[config.mk]
export PLATFORM = sky130hd
export DESIGN_NAME = segmented_stochastic_multiplier_top
export DESIGN_NICKNAME = d
export VERILOG_FILES = /design/src/hdl/ssm_pkg.sv /design/src/hdl/ssm_operand_split.sv /design/src/hdl/segmented_stochastic_multiplier_top.sv
export SDC_FILE = /design/constraint.sdc
export NUM_CORES = 1
export LEC_CHECK = 0
export BUFFER_PORTS_ARGS = -buffer_cell sky130_fd_sc_hd__buf_2
export CAP_MARGIN = 20
export CORE_UTILIZATION = 40
export DETAILED_ROUTE_END_ITERATION = 8
export PLACE_DENSITY_LB_ADDON = 0.08
export RECOVER_POWER = 50
export SETUP_SLACK_MARGIN = 0.4
export SLEW_MARGIN = 10
export SYNTH_ARGS = -nofsm -noshare
export SYNTH_HDL_FRONTEND = slang
export SYNTH_HIERARCHICAL = 1
export SYNTH_SLANG_ARGS = --single-unit
[constraint.sdc]
create_clock -name clk_i -period 9.3 [get_ports clk_i]
set_clock_uncertainty 0.15 [all_clocks]
set_input_delay 0 -clock clk_i [delete_from_list [all_inputs] [get_ports clk_i]]
set_output_delay 0 -clock clk_i [all_outputs]
set_load 0.1 [all_outputs]
[src/hdl/ssm_pkg.sv]
// Shared types, constants and helpers for the segmented stochastic multiplier.
// No dependencies; used by ssm_operand_split and the top level.
package ssm_pkg;

  // Operand and segmentation geometry
  localparam int unsigned WordBits   = 20;
  localparam int unsigned LowBits    = 10;
  localparam int unsigned ProdBits   = 21;
  localparam int unsigned CountShift = 11;

  // Sign and magnitude of one operand; magnitude of the most negative value is exact
  typedef struct packed {
    logic                neg;
    logic [WordBits-1:0] mag;
  } opd_t;

  // Ones in the AND of an evenly spread stream and a leading-ones stream,
  // taken from the registered product h*(2l+1): floor((p-1)/2048), zero for p = 0
  function automatic logic [ProdBits-CountShift-1:0] cross_count(
    input logic [ProdBits-1:0] prod
  );
    logic [ProdBits-1:0] dec;
    dec = prod - ProdBits'(1);
    if (prod == '0) begin
      return '0;
    end
    return dec[ProdBits-1:CountShift];
  endfunction

endpackage

[src/hdl/ssm_operand_split.sv]
// Sign and magnitude extraction for one two's-complement operand.
// Depends on ssm_pkg for the operand width and the opd_t struct.
module ssm_operand_split (
  input  logic [ssm_pkg::WordBits-1:0] raw_i,
  output ssm_pkg::opd_t                opd_o
);

  logic sign;

  // Take the sign bit, negate when set
  assign sign       = raw_i[ssm_pkg::WordBits-1];
  assign opd_o.neg  = sign;
  assign opd_o.mag  = sign ? (~raw_i + ssm_pkg::WordBits'(1)) : raw_i;

endmodule

[src/hdl/segmented_stochastic_multiplier_top.sv]
// Top level of the segmented stochastic multiplier: three register stages.
// Depends on ssm_pkg and ssm_operand_split.
//
// Usage:
//   Drive left_operand_i and right_operand_i with two 20-bit two's-complement
//   words and raise start for one cycle; the beat is taken at that clock edge.
//   busy is tied low, so a new operand pair may be given in every cycle.
//   After the beat passes the product and result registers, done_o is
//   high for exactly one cycle with product_estimate_o, a 21-bit signed
//   estimate of roughly left * right / 2^19. Results leave in the order
//   the operands arrived. Throughput: one operand pair per cycle; the
//   pipeline is input register, product register (three multipliers of
//   up to 11x11 bits), result register (count, sum and sign).
//   Reset (rst_ni low) clears the valid bits at once; no result is given
//   for beats in flight. The receiver cannot stall: each result shows for
//   one cycle only.
module segmented_stochastic_multiplier_top (
  input  logic                         clk_i,
  input  logic                         rst_ni,
  input  logic                         start,
  output logic                         busy,
  input  logic [ssm_pkg::WordBits-1:0] left_operand_i,
  input  logic [ssm_pkg::WordBits-1:0] right_operand_i,
  output logic                         done_o,
  output logic signed [ssm_pkg::ProdBits-1:0] product_estimate_o
);

  localparam int unsigned WB = ssm_pkg::WordBits;
  localparam int unsigned LB = ssm_pkg::LowBits;
  localparam int unsigned PB = ssm_pkg::ProdBits;
  localparam int unsigned CB = ssm_pkg::ProdBits - ssm_pkg::CountShift;

  // Input register
  logic          in_vld_q;
  logic [WB-1:0] lhs_q, rhs_q;

  // Product register
  logic          p2_vld_q, p2_neg_q;
  logic [PB-1:0] p2_hh_q, p2_cl_q, p2_cr_q;

  // Result register
  logic          out_vld_q;
  logic [PB-1:0] res_q;

  ssm_pkg::opd_t lhs_opd, rhs_opd;
  logic [WB:0]   b_mag;
  logic [WB-LB-1:0] ah;
  logic [LB-1:0]    al, bl;
  logic [WB-LB:0]   bh;
  logic [PB:0]      hh_full, cl_full, cr_full;
  logic [CB-1:0]    cnt_l, cnt_r;
  logic [PB-1:0]    mag_d, res_d;

  assign busy = 1'b0;

  // Capture the operand beat
  always_ff @(posedge clk_i or negedge rst_ni) begin
    if (!rst_ni) begin
      in_vld_q <= 1'b0;
    end else begin
      in_vld_q <= start;
    end
  end

  always_ff @(posedge clk_i) begin
    if (start) begin
      lhs_q <= left_operand_i;
      rhs_q <= right_operand_i;
    end
  end

  ssm_operand_split u_split_lhs (
    .raw_i (lhs_q),
    .opd_o (lhs_opd)
  );

  ssm_operand_split u_split_rhs (
    .raw_i (rhs_q),
    .opd_o (rhs_opd)
  );

  // Split a = |lhs| and b = 2|rhs| into high and low segments
  assign b_mag = {rhs_opd.mag, 1'b0};
  assign ah    = lhs_opd.mag[WB-1:LB];
  assign al    = lhs_opd.mag[LB-1:0];
  assign bh    = b_mag[WB:LB];
  assign bl    = b_mag[LB-1:0];

  // High product and the two cross-term products h*(2l+1)
  assign hh_full = (PB+1)'(ah) * (PB+1)'(bh);
  assign cl_full = (PB+1)'(ah) * (PB+1)'({bl, 1'b1});
  assign cr_full = (PB+1)'(bh) * (PB+1)'({al, 1'b1});

  always_ff @(posedge clk_i or negedge rst_ni) begin
    if (!rst_ni) begin
      p2_vld_q <= 1'b0;
    end else begin
      p2_vld_q <= in_vld_q;
    end
  end

  always_ff @(posedge clk_i) begin
    if (in_vld_q) begin
      p2_neg_q <= lhs_opd.neg ^ rhs_opd.neg;
      p2_hh_q  <= hh_full[PB-1:0];
      p2_cl_q  <= cl_full[PB-1:0];
      p2_cr_q  <= cr_full[PB-1:0];
    end
  end

  // Turn products into stream counts, sum and apply the sign
  assign cnt_l = ssm_pkg::cross_count(p2_cl_q);
  assign cnt_r = ssm_pkg::cross_count(p2_cr_q);
  assign mag_d = p2_hh_q + PB'(cnt_l) + PB'(cnt_r);
  assign res_d = p2_neg_q ? (PB'(0) - mag_d) : mag_d;

  always_ff @(posedge clk_i or negedge rst_ni) begin
    if (!rst_ni) begin
      out_vld_q <= 1'b0;
    end else begin
      out_vld_q <= p2_vld_q;
    end
  end

  always_ff @(posedge clk_i) begin
    if (p2_vld_q) begin
      res_q <= res_d;
    end
  end

  assign done_o             = out_vld_q;
  assign product_estimate_o = $signed(res_q);

  // Every accepted beat is taken as a result once it has passed the product and result registers
  a_latency : assert property (@(posedge clk_i) disable iff (!rst_ni)
    start && !busy |-> ##3 done_o)
    else $error("accepted beat did not produce a result");

  // No result without a beat in the product stage
  a_no_spurious : assert property (@(posedge clk_i) disable iff (!rst_ni)
    done_o |-> $past(p2_vld_q))
    else $error("result strobe without a beat behind it");

  // Matching signs give a non-negative estimate
  a_sign : assert property (@(posedge clk_i) disable iff (!rst_ni)
    p2_vld_q && !p2_neg_q |=> !product_estimate_o[PB-1])
    else $error("negative estimate from operands of equal sign");

  // Magnitude stays within 2^19 + 2^10 + 2^9
  a_bound : assert property (@(posedge clk_i) disable iff (!rst_ni)
    p2_vld_q |-> mag_d <= PB'(525824))
    else $error("product magnitude out of range");

endmodule

# == After elaboration in Yosys (flattened, before gate mapping) ==
# Index checks and enable logic that the tools add are counted.
# word_totals
inputBits,43
reg_bits,128
elab_cells,34
out_inout_bits,23
# classes
addsub,7
mux,9
reduce_logical,2
n_bitwise,3
multipliers,3
# ops
operator,count
21-bit by 10-bit adder with 21-bit output,2
21-bit logical NOT,2
10-bit by 11-bit multiplier with 21-bit output,2
"21-bit by 1-bit subtractor with 21-bit output, second input constant",2
"20-bit by 1-bit adder with 20-bit output, second input constant",2
10-bit two-way mux,4
20-bit two-way mux,2
20-bit inverter,2
11-bit by 11-bit multiplier with 21-bit output,1
21-bit two-way mux,1
"1-bit by 21-bit subtractor with 21-bit output, first input constant",1
1-bit two-way mux,2
1-bit bitwise XOR,1

# == Logic depth before layout (Yosys ltp) ==
# depth
ltp_word,7
ltp_mapped,26
ltp_nobuf,25

# == Modules after synthesis ==
# The synthesis kept the hierarchy.
# modules_own_cells
module,seq_area_each_um2,cells_each,area_per_inst_um2,instances
segmented_stochastic_multiplier_top,3828.7,1644,16432.0,1
ssm_operand_split,0.0,58,406.6,2

# == Least setup slack after synthesis ==
# No wires, ideal clock.
# synth_path
path_type,reg-to-reg
from,reg rhs_q[0]
to,"reg p2_hh_q[19], data pin"
path_stages_with_launch,26
slack_ns,2.256
required_time_ns,8.992
arrival_time_ns,6.736
path_buffers,1
setup_time_ns,0.158
period_less_slack_ns,7.044
cell_sequence,edfxtp_1 -> inv_1 -> ha_1 -> nor4b_1 -> nand3_1 -> o21ai_0 -> xnor2_1 -> clkbuf_1 -> nand2_1 -> fa_1 -> inv_1 -> fa_1 -> inv_1 -> fa_1 -> fa_1 -> inv_1 -> fa_1 -> ha_1 -> and4_1 -> a21oi_1 -> o31ai_1 -> o41ai_2 -> o21ai_0 -> o41ai_2 -> or4b_2 -> o211ai_1
# synth_rtl
element,line,rtl
"start, declared",segmented_stochastic_multiplier_top.sv:35,"logic [WB-1:0] lhs_q, rhs_q;"
"start signal, assigned",segmented_stochastic_multiplier_top.sv:68,rhs_q <= right_operand_i;
"end signal, assigned",segmented_stochastic_multiplier_top.sv:105,p2_hh_q <= hh_full[PB-1:0];
"end, declared",segmented_stochastic_multiplier_top.sv:39,"logic [PB-1:0] p2_hh_q, p2_cl_q, p2_cr_q;"

==> impl_metrics.prom <==
# TYPE chip_impl_metric gauge
chip_impl_metric{name="num-fill-cells",unit=""} 4125
chip_impl_metric{name="dieArea",unit="µm²"} 43900
chip_impl_metric{name="final_min_period_over_clock_period",unit="%"} 84.2
chip_impl_metric{name="yosys_warnings",unit=""} 6
chip_impl_metric{name="synth_cells",unit=""} 1760
chip_impl_metric{name="standard_cell_core_area",unit="µm²"} 42200
chip_impl_metric{name="synthDominantCellAreaShare",unit="%"} 25.7
chip_impl_metric{name="grt_max_degree",unit=""} 66
chip_impl_metric{name="globalRouteTotalUtil",unit="%"} 20.3
chip_impl_metric{name="area_growth_syn_to_layout",unit="%"} 11.6
chip_impl_metric{name="hold_viol_final",unit=""} 0
chip_impl_metric{name="diodes",unit=""} 0
chip_impl_metric{name="netlist-cell-type-count",unit=""} 73
chip_impl_metric{name="drt-total-wl",unit="µm"} 41100
chip_impl_metric{name="gpl.final_weighted_congestion",unit=""} 0.811
chip_impl_metric{name="clkSlewWorstSetupHoldPaths",unit="ns"} 0.06
chip_impl_metric{name="ys_seq_area_share",unit="%"} 22.2
chip_impl_metric{name="antenna_left",unit=""} 0
chip_impl_info{name="failing_checks",value="max-capacitance violations, max-slew violations"} 1
chip_impl_metric{name="avgSynthCellArea",unit="µm²"} 9.80
chip_impl_info{name="post-synth-top-count-cell",value="inv_1"} 1
chip_impl_metric{name="tightest_slew",unit="ns"} 3.84
chip_impl_metric{name="chipWidth",unit="µm"} 210
chip_impl_metric{name="clk_latency",unit="ns"} 0.47
chip_impl_metric{name="critPathRequiredTime",unit="ns"} 9.46
chip_impl_info{name="hold_path_class",value="in -> reg"} 1
chip_impl_metric{name="timing.slew.headroom",unit="%"} -156
chip_impl_info{name="cp-end-kind",value="flop"} 1
chip_impl_info{name="yosys.area.top_type",value="fa_1"} 1
chip_impl_info{name="unrepaired_setup_endpoints_after_global_routing",value="false"} 1
chip_impl_info{name="worst_setup_path_start_kind",value="flop"} 1
chip_impl_metric{name="initial_cell_density_of_the_core",unit="%"} 40.8
chip_impl_info{name="tritoncts_clock_tree",value="done"} 1
chip_impl_metric{name="vias",unit=""} 12100
chip_impl_info{name="run_status",value="finished with violations"} 1
chip_impl_metric{name="num_io_pins",unit=""} 66
chip_impl_metric{name="setup_viol_count_final",unit=""} 0
chip_impl_info{name="ctsRootBufferMaster",value="clkbuf_16"} 1
chip_impl_metric{name="rows",unit=""} 75
chip_impl_metric{name="drt-vias-per-instance",unit=""} 5.05
chip_impl_metric{name="ys_ff_latch",unit=""} 128
chip_impl_metric{name="buffer_ports.inserted",unit=""} 64
chip_impl_metric{name="syn-cell-area",unit="µm²"} 17200
chip_impl_metric{name="final.setup.tns",unit="ns"} 0
chip_impl_info{name="synthTopCellsByCount",value="inv_1 (277), fa_1 (221), nand2_1 (196)"} 1
chip_impl_info{name="critical_path_class",value="reg -> reg"} 1
chip_impl_metric{name="finish.net_count",unit=""} 2296
chip_impl_metric{name="grt_pass1_wl",unit="µm"} 68200
chip_impl_metric{name="clockBufferDepth",unit=""} 2
chip_impl_metric{name="cts-buffers-inserted",unit=""} 17
chip_impl_metric{name="average_wire_length_per_cell_after_detail_routing",unit="µm"} 17.1
chip_impl_metric{name="drv.max_cap_violation_count",unit=""} 2
chip_impl_info{name="ys_top_cells_by_area",value="fa_1 (26%), edfxtp_1 (22%), ha_1 (13%)"} 1
chip_impl_metric{name="drcViolationCount",unit=""} 0
chip_impl_metric{name="final-max-slew-violation-count",unit=""} 108
chip_impl_metric{name="drive_gt1_share",unit="%"} 7.42
chip_impl_metric{name="crit_fanout",unit=""} 21
chip_impl_metric{name="drt_pass1_iterations",unit=""} 7
chip_impl_metric{name="worstPathArrival",unit="ns"} 7.99
chip_impl_metric{name="dp_hpwl",unit="µm"} 32000
chip_impl_metric{name="drt_iter0_drc",unit=""} 580
chip_impl_metric{name="synth-edff-count",unit=""} 125
chip_impl_metric{name="cts.sinks",unit=""} 128
chip_impl_metric{name="maxClockFrequency",unit="MHz"} 128
chip_impl_metric{name="grt_antenna_before_repair",unit=""} 0
chip_impl_metric{name="die_height",unit="µm"} 210
chip_impl_info{name="synth-main-ff-cell",value="edfxtp_1"} 1
chip_impl_metric{name="min_period",unit="ns"} 7.83
chip_impl_metric{name="synth-async-reset-ratio",unit="%"} 2.34
chip_impl_metric{name="h-tree-depth",unit=""} 4
chip_impl_metric{name="grt_overflow_total",unit=""} 0
chip_impl_metric{name="mappedNetlistNets",unit=""} 2208
chip_impl_metric{name="post_cts.resized_instances",unit=""} 0
chip_impl_metric{name="grt_pass1_vias",unit=""} 12900
## what timing repair did
| item | in CTS | in global routing |
|---|---|---|
| setup endpoints to repair | 0 | 0 |
| hold buffers | 43 | 0 |
| setup buffers | 0 | 0 |
| endpoints found under the hold margin | 44 | 0 |
## critical path, stage by stage (launching register included)
cell      delay (ns)
edfxtp_1        0.56
inv_1           0.14
ha_1            0.21
nor4b_1         0.35
nand3_1         0.23
o21ai_0         0.33
xnor2_2         0.14
buf_4           0.30
nand2_1         0.12
fa_1            0.54
inv_1           0.05
fa_1            0.50
inv_1           0.06
fa_1            0.49
fa_1            0.49
inv_1           0.05
fa_1            0.43
ha_1            0.35
and4_1          0.17
a21oi_1         0.12
o31ai_1         0.11
o41ai_2         0.36
o21ai_0         0.25
o41ai_2         0.41
or4b_2          0.64
o211ai_1        0.12
## per-layer routing
| metal | wire [µm] | vias up | global-route usage (%) |
|---|---|---|---|
| met2 | 18100 | 224 | 32.0 |
| met5 | 0 | - | 0 |
| met4 | 1080 | 0 | 7.75 |
| li1 | - | 5903 | - |
| met1 | 20400 | 5919 | 27.9 |
| met3 | 1510 | 54 | 3.44 |
## final cells by class
| class | count | area [µm²] | share of cell area, % |
|---|---|---|---|
| clock buffer | 17 | 425 | 2.21 |
| clock inverter | 13 | 139 | 0.722 |
| inverter | 277 | 1040 | 5.40 |
| multi-input combinational | 1279 | 12100 | 63.1 |
| sequential | 128 | 3830 | 19.9 |
| tap | 539 | 674 | 3.51 |
| timing repair buffer | 145 | 993 | 5.16 |
## flip-flops by register name (all words and copies together) (netlist names), 20 cells and up
name                cells
product_estimate_o     21
lhs_q                  20
p2_cl_q                21
p2_cr_q                21
p2_hh_q                21
rhs_q                  20
## through the flow
| step | setup WS, ns | utilization [%] | cells | hold slack, ns | cell area, µm² |
|---|---|---|---|---|---|
| global route | 0.965 | 45.6 | 2398 | 0.0685 | 19200 |
| detailed placement | 1.48 | 43.3 | 2324 | -0.301 | 18300 |
| global placement | 1.67 | 43.3 | 2324 | -0.303 | 18300 |
| CTS | 1.44 | 45.6 | 2397 | 0.0459 | 19300 |
| finish | 1.47 | 45.6 | 2398 | 0.0865 | 19200 |
| floorplan | 2.26 | - | 1760 | -0.446 | 17200 |
## path summary, 6_finish.rpt
kind / start / endpoint / cells past startpoint / slack, ns
min in group asynchronous: rst_ni / p2_vld_q$_DFF_PN0_ / 3 / 0.48
worst max-delay path: rhs_q[0]$_DFFE_PP_ / p2_hh_q[19]$_DFFE_PP_ / 25 / 1.47
worst min register to register: p2_hh_q[20]$_DFFE_PP_ / product_estimate_o[20]$_DFFE_PP_ / 2 / 0.52
max in group asynchronous: rst_ni / in_vld_q$_DFF_PN0_ / 3 / 8.22
worst max register to register: rhs_q[0]$_DFFE_PP_ / p2_hh_q[19]$_DFFE_PP_ / 25 / 1.47
worst min-delay path: right_operand_i[15] / rhs_q[15]$_DFFE_PP_ / 2 / 0.09
## cell usage in the layout (no fill, tap or decap), types with 13 or more instances in the layout
master and instances:
inv_1 277, fa_1 221, nand2_1 196, ha_1 184
and2_1 158, edfxtp_1 125, xnor2_1 92, nor2_1 53
a21oi_1 44, dlygate4sd3_1 43, o21ai_0 41, buf_4 36
xor2_1 32, buf_2 32, clkbuf_1 32, nor3_1 25
nand3_1 21, o31ai_1 17, clkbuf_16 17, or3_1 13
## cells by family (layout without fill, tap and decap cells)
family	Yosys count	count (layout)	synth area share (%)
DFF	128	128	22.2
and+or+nand+nor	542	542	16.4
xor gates and xnor gates	131	131	6.65
AOI/OAI and AO/OA	199	199	7.83
other	1	1	0.0217
buffers and inverters	353	452	7.81
adders and majority gates	405	405	39.0
muxes	1	1	0.0580
Power is left out: the tool's default activity adds up to more than one toggle a clock period on the data nets, which glitch-free logic cannot reach.
